**src/rtl/axis_angle_to_rotation_matrix_defines.svh**
```systemverilog
`ifndef AXIS_ANGLE_TO_ROTATION_MATRIX_DEFINES_SVH
`define AXIS_ANGLE_TO_ROTATION_MATRIX_DEFINES_SVH

// Check that holds in the same cycle as its condition.
`define AAR_ASSERT_NOW(label, pre, post) \
    label: assert property (@(posedge clk) disable iff (!rst_n) (pre) |-> (post)) \
        else $error("axis_angle_to_rotation_matrix: same-cycle check failed");

// Check that holds in the cycle after its condition.
`define AAR_ASSERT_NEXT(label, pre, post) \
    label: assert property (@(posedge clk) disable iff (!rst_n) (pre) |=> (post)) \
        else $error("axis_angle_to_rotation_matrix: next-cycle check failed");

`endif

```
**src/rtl/aar_pkg.sv**
```systemverilog
`default_nettype none

package aar_pkg;

    // Output fraction bits and number of CORDIC iterations.
    localparam int FRAC_BITS     = 14;
    localparam int CORDIC_STAGES = 16;
    localparam int CORDIC_N      = (CORDIC_STAGES > 32) ? 32 : CORDIC_STAGES;

    // Pipeline depths of the individual units.
    localparam int SQRT_LAT = 32;
    localparam int DIV_LAT  = 31;
    localparam int MAT_LAT  = 3;

    typedef struct packed {
        logic signed [15:0] axis_x;
        logic signed [15:0] axis_y;
        logic signed [15:0] axis_z;
        logic [15:0]        angle;
    } aar_in_t;

    typedef struct packed {
        logic signed [15:0] rot_00;
        logic signed [15:0] rot_01;
        logic signed [15:0] rot_02;
        logic signed [15:0] rot_10;
        logic signed [15:0] rot_11;
        logic signed [15:0] rot_12;
        logic signed [15:0] rot_20;
        logic signed [15:0] rot_21;
        logic signed [15:0] rot_22;
        logic               zero_axis;
    } aar_out_t;

endpackage

`default_nettype wire

```
**src/rtl/aar_div.sv**
```systemverilog
`default_nettype none

// Rounded quotient (mag * 2^46 + s/2) / s, one quotient bit per stage.
// The quotient is known to stay below 2^31 for a non-zero axis.
module aar_div
    import aar_pkg::*;
(
    input  wire logic        clk,
    input  wire logic        en,
    input  wire logic [31:0] s,
    input  wire logic [15:0] mag,
    output logic [30:0]      quo
);

    logic [31:0] rem_reg [0:DIV_LAT-1];
    logic [30:0] quo_reg [0:DIV_LAT-1];
    logic [30:0] low_reg [0:DIV_LAT-1];
    logic [31:0] div_reg [0:DIV_LAT-1];
    logic [61:0] dividend;

    // The half divisor only fills the zero low bits, so no adder is needed.
    assign dividend = {mag, 46'b0} | {31'b0, s[31:1]};

    genvar k;
    for (k = 0; k < DIV_LAT; k++) begin : g_stage
        logic [31:0] rem_in;
        logic [30:0] quo_in;
        logic [30:0] low_in;
        logic [31:0] div_in;
        logic [32:0] rem_sh;
        logic [31:0] rem_next;
        logic [30:0] quo_next;

        if (k == 0) begin : g_first
            assign rem_in = {1'b0, dividend[61:31]};
            assign quo_in = '0;
            assign low_in = dividend[30:0];
            assign div_in = s;
        end else begin : g_rest
            assign rem_in = rem_reg[k-1];
            assign quo_in = quo_reg[k-1];
            assign low_in = low_reg[k-1];
            assign div_in = div_reg[k-1];
        end

        always_comb begin
            rem_sh = {rem_in, low_in[30]};
            if (rem_sh >= {1'b0, div_in}) begin
                rem_next = 32'(rem_sh - {1'b0, div_in});
                quo_next = {quo_in[29:0], 1'b1};
            end else begin
                rem_next = rem_sh[31:0];
                quo_next = {quo_in[29:0], 1'b0};
            end
        end

        always_ff @(posedge clk) begin
            if (en) begin
                rem_reg[k] <= rem_next;
                quo_reg[k] <= quo_next;
                low_reg[k] <= {low_in[29:0], 1'b0};
                div_reg[k] <= div_in;
            end
        end
    end

    assign quo = quo_reg[DIV_LAT-1];

endmodule

`default_nettype wire

```
**config.mk**
```make
export PLATFORM = sky130hd
export DESIGN_NAME = aar_div
export DESIGN_NICKNAME = d
export VERILOG_FILES = /design/src/rtl/axis_angle_to_rotation_matrix_defines.svh /design/src/rtl/aar_pkg.sv /design/src/rtl/aar_div.sv
export SDC_FILE = /design/constraint.sdc
export NUM_CORES = 2
export LEC_CHECK = 0
export BUFFER_PORTS_ARGS = -buffer_cell sky130_fd_sc_hd__clkbuf_2
export CORE_MARGIN = 3
export CORE_UTILIZATION = 30
export CTS_BUF_LIST = sky130_fd_sc_hd__clkbuf_2 sky130_fd_sc_hd__clkbuf_4 sky130_fd_sc_hd__clkbuf_8
export CTS_CLUSTER_SIZE = 14
export DETAILED_ROUTE_END_ITERATION = 10
export PLACE_DENSITY = 0.42
export SLEW_MARGIN = 15
export SYNTH_ARGS = -nofsm -noshare
export SYNTH_HDL_FRONTEND = slang
export SYNTH_SLANG_ARGS = --single-unit
```
**constraint.sdc**
```tcl
create_clock -name clk -period 3.9 [get_ports clk]
set_clock_uncertainty 0.15 [all_clocks]
set_input_delay 0.975 -clock clk [delete_from_list [all_inputs] [get_ports clk]]
set_output_delay 0.975 -clock clk [all_outputs]
set_load 0.03 [all_outputs]
```
After elaboration in Yosys (flattened, before gate mapping)
Memories as Yosys holds them, arrays and structs flattened.
Cells that the tools add are included.
W data, S select, Z words.
- bits in registers: 0
- bits in latches: 0
- bits in writable memories: 3875
- bits in read-only memories: 0
- input bits: 50
- output and inout bits: 31
- logic and storage cells: 131
- memories: 4
- memories (name ; depth ; width ; read ports ; clocked after memory_dff ; wr ports ; line ; source):
    div_reg ; 31 ; 32 ; 30 ; 0 ; 31 ; aar_div.sv:18 ; logic [31:0] div_reg [0:DIV_LAT-1];
    rem_reg ; 31 ; 32 ; 30 ; 0 ; 31 ; aar_div.sv:15 ; logic [31:0] rem_reg [0:DIV_LAT-1];
    quo_reg ; 31 ; 31 ; 31 ; 0 ; 31 ; aar_div.sv:16 ; logic [30:0] quo_reg [0:DIV_LAT-1];
    low_reg ; 31 ; 30 ; 30 ; 0 ; 31 ; aar_div.sv:17 ; logic [30:0] low_reg [0:DIV_LAT-1];
- $add $sub $neg: 31
- $mul: 0
- divide/modulo/power cells: 0
- order comparisons: 31
- equal/unequal tests: 0
- shift operators: 0
- mux-type cells: 64
- bitwise operators: 1
- reduce and logical (&&, ||, !) cells: 0
- operator list (operator ; count):
    $mux W32 ; 31
    $sub A32 B32 Y32 ; 31
    $ge A33 B32 Y1 ; 30
    $or A62 B31 Y62 ; 1
    $mux W1 ; 33
    $ge A32 B32 Y1 ; 1

Depth between registers and ports, before layout
- depth in word-level cells: 3
- mapped depth: 15

Worst setup path after synthesis
Ideal clock, no wire load.
- path kind: register -> register
- start: memory div_reg[3][1] (netlist: div_reg[0][97])
- end: memory rem_reg[4][25] (netlist: rem_reg[0][153]), data pin
- arrival time: 3457 ps
- data required time: 3490 ps
- slack: 33 ps
- stages on the path, launching flop included: 15
- clock period less this slack: 3867 ps
- cell sequence: edfxtp_1 inv_1 ha_1 nor2b_1 o31a_1 nor2_2 o21ai_1 o311a_1 o41ai_4 o21ai_2 a31o_1 a211o_1 a211oi_4 buf_6 mux2_2
- RTL lines (what ; line):
    start: declaration ; aar_div.sv:18
    end: declaration ; aar_div.sv:15

==> metrics <==
Top delay family on crit path=compound AO/OA/AOI/OAI gates; Async SR Flop Fraction=0%; Worst-path clk slew=0.06 ns; DP HPWL=297000 um; CORE AREA=443000 um^2; Crit Path Category=flop to flop; gr ovfl total=0; crit-path max FO=5; clock root buffer=clkbuf_8; highest routed layer=met5; Tcrit/Tclk final=102%; area delta synth->final=20.6%; via count=94800; die span in x=673 um; reg2reg end=rem_reg[0][137]$_DFFE_PP_; RSZ-0062 raised after global routing=true; Die Area=454000 um^2; most frequent cells in the layout=2416 x edfxtp_1, 1179 x inv_1, 1070 x nand2_1; Setup Viol. Count Final=19; critical path launch point=rem_reg[0][96]$_DFFE_PP_; routed wire length on met2=190000 um; Worst Setup Slack, final=-0.0650 ns; wire length per cell=20.0 um; DIE HEIGHT=673 um; residual DRC count=0; synthesized flop and latch total=2416; number of global-route vias before repair=95400; Slew @ Worst Pin=0.866 ns; yosys warns=0; Bufs and invs on worst path=2; Rows=244; dpl cells=18600; nets=14400; Cells after Synth=11900; pwr dens=873 nW/um^2; TritonCTS clock tree=done; CP cell instances=ha_4 > nor2b_4 > o31a_1 > nor2_2 > o21ai_2 > o311a_4 > o41ai_4 > o21ai_2 > a31o_1 > a211o_1 > a211oi_4 > buf_6 > clkbuf_16 > mux2_4; initial antenna violation count=7; post-synthesis sequential area ratio=54.3%; cell repeated most along the worst path=o21ai_2; critical path's slowest cell=edfxtp_1; Final Hold Viols=0; largest net degree at the start of global routing=146; Synth Cell Area=134000 um^2; CTS sink cnt=2416; vias per cell=4.84; H-tree depth=5; Pre-Repair DR Iteration Count=6; number of synthesized flops with an enable pin=2416; Inserted Clock Buffers=445; global placer's final weighted congestion=0.875; fin crit period=3.97 ns; Slew Limit Fails=0; crit path DAT=4.72 ns; critical path launch point type=flop; RR Startpoint=rem_reg[0][96]$_DFFE_PP_; drt first-iter violations=6838; ANT nets after route=0; Syn Area/Cell=11.2 um^2; Critical Path Sink Type=flop; setup slack, reg-to-reg=-0.07 ns; met1 wire length=177000 um; layout cells sized above 1=17.9%; syn nets=13000; drt total wl=392000 um; input/output buffers=80; CP peak stage delay=0.43 ns; failing checks=setup timing; CP Depth=14; total power=141 mW; prevailing post-synth register cell=edfxtp_1; achievable clock frequency=252 MHz; worst rel slew slack=42.2%; status=finished with violations; worst-skew pair later-pin latency=1.15 ns; FF-to-FF path depth=14; number of top-level pins=81; number of max-cap violations=0; first-pass GRT wire length=587000 um; Hold Path Class=primary input to flop; most common cell after layout, fill and taps aside=edfxtp_1; Leakage=66.5 nW; total track usage=16.7%; worst IR drop on VDD=317 uV; setup TNS=-0.890 ns; Initial Util=30.2%; met3 WL post-DR=14800 um; Req. time, crit path=4.65 ns; CTS max path bufs=4; Setup crit end=rem_reg[0][137]$_DFFE_PP_; Unique masters post-synth=90; Post-Layout Cell Count=19600
-- synthesized netlist by cell type, types with 33 or more instances --
cell	number	area, um^2
edfxtp_1	2416	72500
inv_1	1188	4460
nand2_1	1073	4030
o21ai_0	988	4940
ha_1	978	12200
a21oi_1	897	4490
nor2_1	547	2050
a21o_1	521	3910
xnor2_1	454	3980
xor2_1	348	3050
clkbuf_1	255	957
mux2_2	237	2670
nand3_1	195	976
nand4_1	154	963
nor2b_1	149	932
nor3_1	129	646
o21bai_1	128	961
nand2b_1	118	738
o21a_1	116	871
a31oi_1	110	688
o31ai_1	90	676
and3_1	82	513
a211oi_1	60	450
and2_1	40	250
nor4_1	39	244
o211ai_1	36	270
a21boi_0	35	263
or3_1	33	206
-- how the worst min path moves through the flow --
stage	start	endpoint	slack, ns	cells past startpoint
6_report	en	rem_reg[0][248]$_DFFE_PP_	0.24	1
2_1_floorplan	quo_reg[0][93]$_DFFE_PP_	quo_reg[0][125]$_DFFE_PP_	0.25	0
3_3_place_gp	quo_reg[0][62]$_DFFE_PP_	quo_reg[0][94]$_DFFE_PP_	0.25	0
4_1_cts	en	rem_reg[0][248]$_DFFE_PP_	0.03	1
3_5_place_dp	quo_reg[0][218]$_DFFE_PP_	quo_reg[0][250]$_DFFE_PP_	0.25	0
5_1_grt	en	rem_reg[0][248]$_DFFE_PP_	0.08	1
-- logic make-up after synthesis --
logic type	count (synthesis)	synth area share (%)
buffers and inverters	1478	4.19
adder cells (fa/ha/maj)	1007	9.59
flip-flops	2416	54.3
multiplexers	257	2.15
XOR/XNOR	802	5.26
AND/OR/NAND/NOR	2672	9.31
AO/OA/AOI/OAI	3295	15.2
-- power by group --
part | internal [mW] | switching (mW)
logic | 32.4 | 38.8
clock network | 13.7 | 11.4
registers | 39.1 | 5.29
-- through the flow --
step           instance area, um^2  hold WS (ns)  setup slack, ns  utilization, %
2_1_floorplan               134000         0.250           0.0333               -
3_3_place_gp                149000         0.250           -0.484            33.6
3_5_place_dp                149000         0.255           -0.420            33.6
4_1_cts                     159000        0.0259          -0.0941            35.9
5_1_grt                     161000        0.0792           -0.183            36.4
6_report                    161000         0.242          -0.0650            36.4
-- layer usage --
metal | vias to the layer above | track usage (%)
met5 | - | 0
met4 | 6 | 4.36
met3 | 599 | 2.09
met2 | 1708 | 28.9
met1 | 45900 | 21.9
li1 | 46600 | -
-- area by class of cell --
class	count	area (um^2)
Antenna cell	7	17.5
Clock buffer	563	7040
Clock inverter	248	1980
Fill cell	43900	281000
Inverter	1188	4460
Multi-Input combinational cell	8033	57300
Sequential cell	2416	72500
Tap cell	5904	7390
Timing Repair Buffer	1233	10500
-- timing repair --
| item | CTS | global route |
|---|---|---|
| hold endpoints to repair | 61 | 0 |
| buffers inserted | 12 | 65 |
| endpoints found under the setup margin | 236 | 705 |
| resized for setup | 99 | 311 |
| hold buffers | 48 | 0 |
| gates cloned | 3 | 19 |
| pin swaps | 10 | 82 |
Note: power is estimated with default switching activity, not from simulation.
