**config.mk**
```make
export PLATFORM = sky130hd
export DESIGN_NAME = aar_sqrt
export DESIGN_NICKNAME = d
export VERILOG_FILES = /design/src/rtl/axis_angle_to_rotation_matrix_defines.svh /design/src/rtl/aar_pkg.sv /design/src/rtl/aar_sqrt.sv
export SDC_FILE = /design/constraint.sdc
export NUM_CORES = 2
export LEC_CHECK = 0
export BUFFER_PORTS_ARGS = -buffer_cell sky130_fd_sc_hd__buf_4
export CORE_UTILIZATION = 70
export CTS_BUF_LIST = sky130_fd_sc_hd__clkbuf_8
export CTS_CLUSTER_DIAMETER = 200
export DETAILED_ROUTE_END_ITERATION = 16
export PLACE_DENSITY = 0.83
export SKIP_LAST_GASP = 1
export SYNTH_ARGS = -nofsm -noshare
export SYNTH_HDL_FRONTEND = slang
export SYNTH_SLANG_ARGS = --single-unit
```
**constraint.sdc**
```tcl
create_clock -name clk -period 11.8 [get_ports clk]
set_input_delay 1.18 -clock clk [delete_from_list [all_inputs] [get_ports clk]]
set_output_delay 1.18 -clock clk [all_outputs]
set_load 0.01 [all_outputs]
```
**src/rtl/axis_angle_to_rotation_matrix_defines.svh**
```systemverilog
`ifndef AXIS_ANGLE_TO_ROTATION_MATRIX_DEFINES_SVH
`define AXIS_ANGLE_TO_ROTATION_MATRIX_DEFINES_SVH

// Check that holds in the same cycle as its condition.
`define AAR_ASSERT_NOW(label, pre, post) \
    label: assert property (@(posedge clk) disable iff (!rst_n) (pre) |-> (post)) \
        else $error("axis_angle_to_rotation_matrix: same-cycle check failed");

// Check that holds in the cycle after its condition.
`define AAR_ASSERT_NEXT(label, pre, post) \
    label: assert property (@(posedge clk) disable iff (!rst_n) (pre) |=> (post)) \
        else $error("axis_angle_to_rotation_matrix: next-cycle check failed");

`endif

```
**src/rtl/aar_pkg.sv**
```systemverilog
`default_nettype none

package aar_pkg;

    // Output fraction bits and number of CORDIC iterations.
    localparam int FRAC_BITS     = 14;
    localparam int CORDIC_STAGES = 16;
    localparam int CORDIC_N      = (CORDIC_STAGES > 32) ? 32 : CORDIC_STAGES;

    // Pipeline depths of the individual units.
    localparam int SQRT_LAT = 32;
    localparam int DIV_LAT  = 31;
    localparam int MAT_LAT  = 3;

    typedef struct packed {
        logic signed [15:0] axis_x;
        logic signed [15:0] axis_y;
        logic signed [15:0] axis_z;
        logic [15:0]        angle;
    } aar_in_t;

    typedef struct packed {
        logic signed [15:0] rot_00;
        logic signed [15:0] rot_01;
        logic signed [15:0] rot_02;
        logic signed [15:0] rot_10;
        logic signed [15:0] rot_11;
        logic signed [15:0] rot_12;
        logic signed [15:0] rot_20;
        logic signed [15:0] rot_21;
        logic signed [15:0] rot_22;
        logic               zero_axis;
    } aar_out_t;

endpackage

`default_nettype wire

```
**src/rtl/aar_sqrt.sv**
```systemverilog
`default_nettype none

// Floor square root of n2 * 2^32, one result bit per stage.
module aar_sqrt
    import aar_pkg::*;
(
    input  wire logic        clk,
    input  wire logic        en,
    input  wire logic [31:0] n2,
    output logic [31:0]      root
);

    logic [33:0] rem_reg  [0:SQRT_LAT-1];
    logic [31:0] root_reg [0:SQRT_LAT-1];
    logic [31:0] rad_reg  [0:SQRT_LAT-1];

    genvar k;
    for (k = 0; k < SQRT_LAT; k++) begin : g_stage
        logic [33:0] rem_in;
        logic [31:0] root_in;
        logic [31:0] rad_in;
        logic [35:0] rem_sh;
        logic [35:0] trial;
        logic [33:0] rem_next;
        logic [31:0] root_next;

        if (k == 0) begin : g_first
            assign rem_in  = '0;
            assign root_in = '0;
            assign rad_in  = n2;
        end else begin : g_rest
            assign rem_in  = rem_reg[k-1];
            assign root_in = root_reg[k-1];
            assign rad_in  = rad_reg[k-1];
        end

        always_comb begin
            rem_sh = {rem_in, rad_in[31:30]};
            trial  = {2'b00, root_in, 2'b01};
            if (rem_sh >= trial) begin
                rem_next  = 34'(rem_sh - trial);
                root_next = {root_in[30:0], 1'b1};
            end else begin
                rem_next  = rem_sh[33:0];
                root_next = {root_in[30:0], 1'b0};
            end
        end

        always_ff @(posedge clk) begin
            if (en) begin
                rem_reg[k]  <= rem_next;
                root_reg[k] <= root_next;
                rad_reg[k]  <= {rad_in[29:0], 2'b00};
            end
        end
    end

    assign root = root_reg[SQRT_LAT-1];

endmodule

`default_nettype wire

```
# After elaboration in Yosys (flattened, before gate mapping)
# Memory sizes are Yosys's and may differ from the RTL's.
# Index checks and enable logic that the tools add are counted.
[word_totals]
register_bits = 0
latch_bits = 0
ramBits = 3072
romBits = 0
in_bits = 34
wordCells = 133
mem_count = 3
[classes]
add_sub_neg = 32
multipliers = 0
div = 0
order_cmp = 32
n_eq_ne = 0
shift = 0
mux = 66
bitwise_logic = 0
reduce_logical = 0
[memory_table]
columns = ["memory", "words", "width", "rd", "rd_clocked_by_memory_dff", "write_ports", "line_no", "rtl"]
rows = [
  ["rem_reg", 32, 34, 31, 0, 32, "aar_sqrt.sv:13", "logic [33:0] rem_reg [0:SQRT_LAT-1];"],
  ["root_reg", 32, 32, 32, 0, 32, "aar_sqrt.sv:14", "logic [31:0] root_reg [0:SQRT_LAT-1];"],
  ["rad_reg", 32, 30, 31, 0, 32, "aar_sqrt.sv:15", "logic [31:0] rad_reg [0:SQRT_LAT-1];"],
]
[ops]
columns = ["cell", "n"]
rows = [
  ["36-bit by 34-bit >= comparator with 1-bit output", 31],
  ["34-bit 2-to-1 mux", 32],
  ["34-bit subtractor", 31],
  ["1-bit 2-to-1 mux", 34],
  ["2-bit by 1-bit subtractor with 3-bit output (second input constant)", 1],
  ["2-bit by 1-bit >= comparator with 1-bit output (second input constant)", 1],
]

# Longest topological paths before layout
# An unclocked memory read counts as a cell.
[depth]
ltp_word = 3
mapped_depth = 15
ltp_nobuf = 14

# Worst setup path before layout
# OpenSTA, ideal clock, no wires.
[synth_timing]
path_type = "reg-to-reg"
startpoint = "memory rem_reg[29][0], in the netlist rem_reg[1][442]"
endpoint = "memory rem_reg[30][2], in the netlist rem_reg[1][478], data pin"
arrival_time_ns = 3.671
slack_ns = 7.868
path_stages_with_launch = 13
synth_period_minus_slack_ns = 3.932
cell_sequence = "edfxtp_1 -> ha_1 -> fa_1 -> a211oi_1 -> nor4_1 -> or4b_4 -> a31oi_4 -> nor2_1 -> o311a_1 -> or4b_1 -> buf_2 -> buf_6 -> mux2_4"
[synth_lines]
columns = ["element", "line_no"]
rows = [
  ["start, declared", "aar_sqrt.sv:13"],
]

==> impl_metrics.ini <==
[cts]
clkTransAtPathRegs_ns = 0.06
cts_made_buffers = 299
postCtsSetupRepairBufs = 0
cts_buffer_depth = 4
ctsResizeCount = 0
cts.sinks = 1756
clk_latency_ns = 1.01
htreeDepth = 5
cts-hold-fix-buffers = 0
cts-root-buf = clkbuf_8
tritoncts = yes

[pwr]
power_mw = 18.3
p_leak_nw = 39.5
vdd_drop_max_uv = 130
power.density_nw_per_um2 = 183

[global_routing]
first_global_vias = 61200
grt_max_degree = 201
grt-ovfl-total = 0
grt_pass1_wl_um = 306000
antenna_found_initial = 1
track_usage_pct = 28.8

[floorplan]
core_area_sq_um = 130000
dieArea_sq_um = 133000
placementRows = 132
fp.dieH_um = 365
die_x_um = 365
pin_count = 66
start_util_pct = 70.8

[synthesis]
synth.area.top_cells = edfxtp_1 57%, ha_1 7.2%, xor2_1 3.9%, xnor2_1 3.5%, a21oi_1 2.8%
synth_ff_type = edfxtp_1
synth_area_leader_cell = edfxtp_1
syn_inst = 7863
yosysTopAreaCellShare_pct = 57.2
synthesis.area_sq_um = 92200
avgSynthCellArea_sq_um = 11.7
synth_nets = 8443
synth_seq_area_share_pct = 57.2
synth_edf_count = 1756
synthArstFlopShare_pct = 0
ys_types = 99
synth_seq_cells = 1756
synth_warnings = 0

[layout]
drive_gt1_share_pct = 7.66
largest_reg_flops = 988
area_growth_syn_to_layout_pct = 8.54
fin_nets = 8686

[placement]
dp_hpwl_um = 138000
gp_congestion = 0.925
io_buffers = 65

[timing]
finalHoldViolations = 0
final-setup-viol-count = 0
rsz0062_at_grt = no
period_share_pct = 40.3
fin_crit_ns = 4.76
relSlewSlack_pct = 20.4
fin_skew_ns = 0.0479
fmax_mhz = 210
report.final.slew_viol_count = 0
tightest_slew_ns = 1.18
fin_tns_setup_ns = 0

[route]
vias = 61600
drc = 0
avgRoutedWirePerCell_um = 19.1
drt_wl_total_um = 192000
vias_per_cell = 6.13
first_pass_iters = 5
first_iter_violations = 4666
ant_nets = 0

[worst_setup_path]
path_cells = ha_1 > fa_1 > a211oi_1 > nor4_1 > or4b_4 > a31oi_4 > nor2_1 > o311a_1 > or4b_2 > buf_4 > mux2_4
cp.arrival_ns = 5.49
critical-path-top-delay-family = simple AND/OR/NAND/NOR gates
worst_setup_path_end_kind = register
crit_type = register to register
worst-path-buf-inv = 1
cpMaxStageDelayCell = or4b_2
required_ns = 12.53
start_kind = register
cp_max_fo = 40
cp_slowest_stage_delay_ns = 0.86

[run_status]
status = finished clean

[job]
drv_cap = 0

[hold_path]
hold_class = input port to register
## cells by family after synthesis
family,Yosys count,synth area share [%]
and+or+nand+nor,2105,11.3
adders and majority gates,546,7.53
AOI/OAI and AO/OA,1754,11.9
DFF,1756,57.2
muxes,93,1.18
xor gates and xnor gates,785,7.46
other,1,0.00407
buffers and inverters,823,3.40
## cell type report
cell class | count | area [sq um]
tap | 1742 | 2180
antenna | 2 | 5.00
sequential | 1756 | 52700
clock inverter | 196 | 1200
timing repair buffer | 98 | 843
fill | 8263 | 30100
multi-input combinational | 5284 | 36400
inverter | 667 | 2500
clock buffer | 305 | 4200
## per-stage QoR
stage                     cell area, sq um  hold WS [ns]  std cells  setup WS [ns]  util (%)
after floorplan                      92200         0.400       7863           7.87         -
after global placement               94700         0.400       9547           7.17      72.7
after detailed placement             94700         0.405       9547           7.07      72.7
after CTS                           100000         0.266      10000           7.07      76.9
after global routing                100000         0.286      10000           6.78      76.9
final                               100000         0.350      10100           7.04      76.9
## worst register-to-register path: stages (launching register included)
cell	delay [ns]
edfxtp_1	0.48
ha_1	0.29
fa_1	0.44
a211oi_1	0.38
nor4_1	0.15
or4b_4	0.59
a31oi_4	0.22
nor2_1	0.07
o311a_1	0.29
or4b_2	0.86
buf_4	0.38
mux2_4	0.37
## power by group
| group | switching, mW | leakage (nW) | internal (mW) | total (mW) |
|---|---|---|---|---|
| Combinational | 2.55 | 19.8 | 1.91 | 4.46 |
| Clock | 2.36 | 3.05 | 2.72 | 5.08 |
| Sequential | 0.692 | 16.6 | 8.07 | 8.76 |
## per-layer routing
metal  wire length (um)  share of wire, %  GRT usage (%)  vias to the layer above
li1                   -                 -              -                    29400
met1              74000                39           33.2                    29500
met2              97900                51           50.8                     1999
met3               9130               4.8           4.46                      707
met4              10900               5.7           16.8                        0
met5                  0                 0              0                        -
## synth_stat cells, types with 14 or more instances
| library cell | n |
|---|---|
| nand3b_1 | 31 |
| a211o_1 | 24 |
| nand4_1 | 59 |
| a211oi_1 | 64 |
| a2111oi_0 | 15 |
| o2111ai_1 | 18 |
| edfxtp_1 | 1756 |
| o31ai_1 | 73 |
| or2_2 | 42 |
| nor2b_1 | 72 |
| and2_1 | 35 |
| a21oi_1 | 517 |
| xor2_1 | 412 |
| mux2_2 | 76 |
| nand2_1 | 597 |
| nor4_1 | 117 |
| nand2b_1 | 95 |
| xnor2_1 | 373 |
| nand3_1 | 116 |
| clkbuf_1 | 130 |
| or4_1 | 50 |
| a31oi_1 | 33 |
| o211ai_1 | 30 |
| nor2_1 | 478 |
| a21o_1 | 245 |
| fa_1 | 15 |
| and3_1 | 44 |
| inv_1 | 664 |
| o21ai_0 | 464 |
| and4_1 | 14 |
| or3_1 | 88 |
| o21a_1 | 90 |
| nor3_1 | 200 |
| ha_1 | 531 |
| o21bai_1 | 46 |
## worst paths after layout
check / endpoint / from / slack [ns] / cells past startpoint
setup / recovery: rem_reg[1][478] / rem_reg[1][442] / 7.04 / 11
hold / removal: rad_reg[0][6] / n2[6] / 0.35 / 1
setup reg to reg: rem_reg[1][478] / rem_reg[1][442] / 7.04 / 11
hold reg to reg: rad_reg[0][160] / rad_reg[0][128] / 0.41 / 0
## cell usage in the layout, fill, tap and decap left out, types with 31 or more instances in the layout
cell / synthesis / routed
or3_1: 88 / 88
nor2b_1: 72 / 72
nor2_1: 478 / 476
or2_2: 42 / 42
o21a_1: 90 / 90
o21ai_0: 464 / 464
nand2_1: 597 / 597
edfxtp_1: 1756 / 1756
o31ai_1: 73 / 72
nand3_1: 116 / 116
a21oi_1: 517 / 515
a31oi_1: 33 / 33
nand3b_1: 31 / 31
nand2b_1: 95 / 95
xor2_1: 412 / 412
clkinv_1: 2 / 65
and3_1: 44 / 44
inv_1: 664 / 745
nor4_1: 117 / 117
ha_1: 531 / 531
buf_4: 0 / 90
and2_1: 35 / 35
a21o_1: 245 / 245
or4_1: 50 / 50
nor3_1: 200 / 200
clkbuf_8: 0 / 305
a211oi_1: 64 / 62
mux2_2: 76 / 76
o21bai_1: 46 / 46
nand4_1: 59 / 59
xnor2_1: 373 / 373
Power figures use the tool's default switching activity.
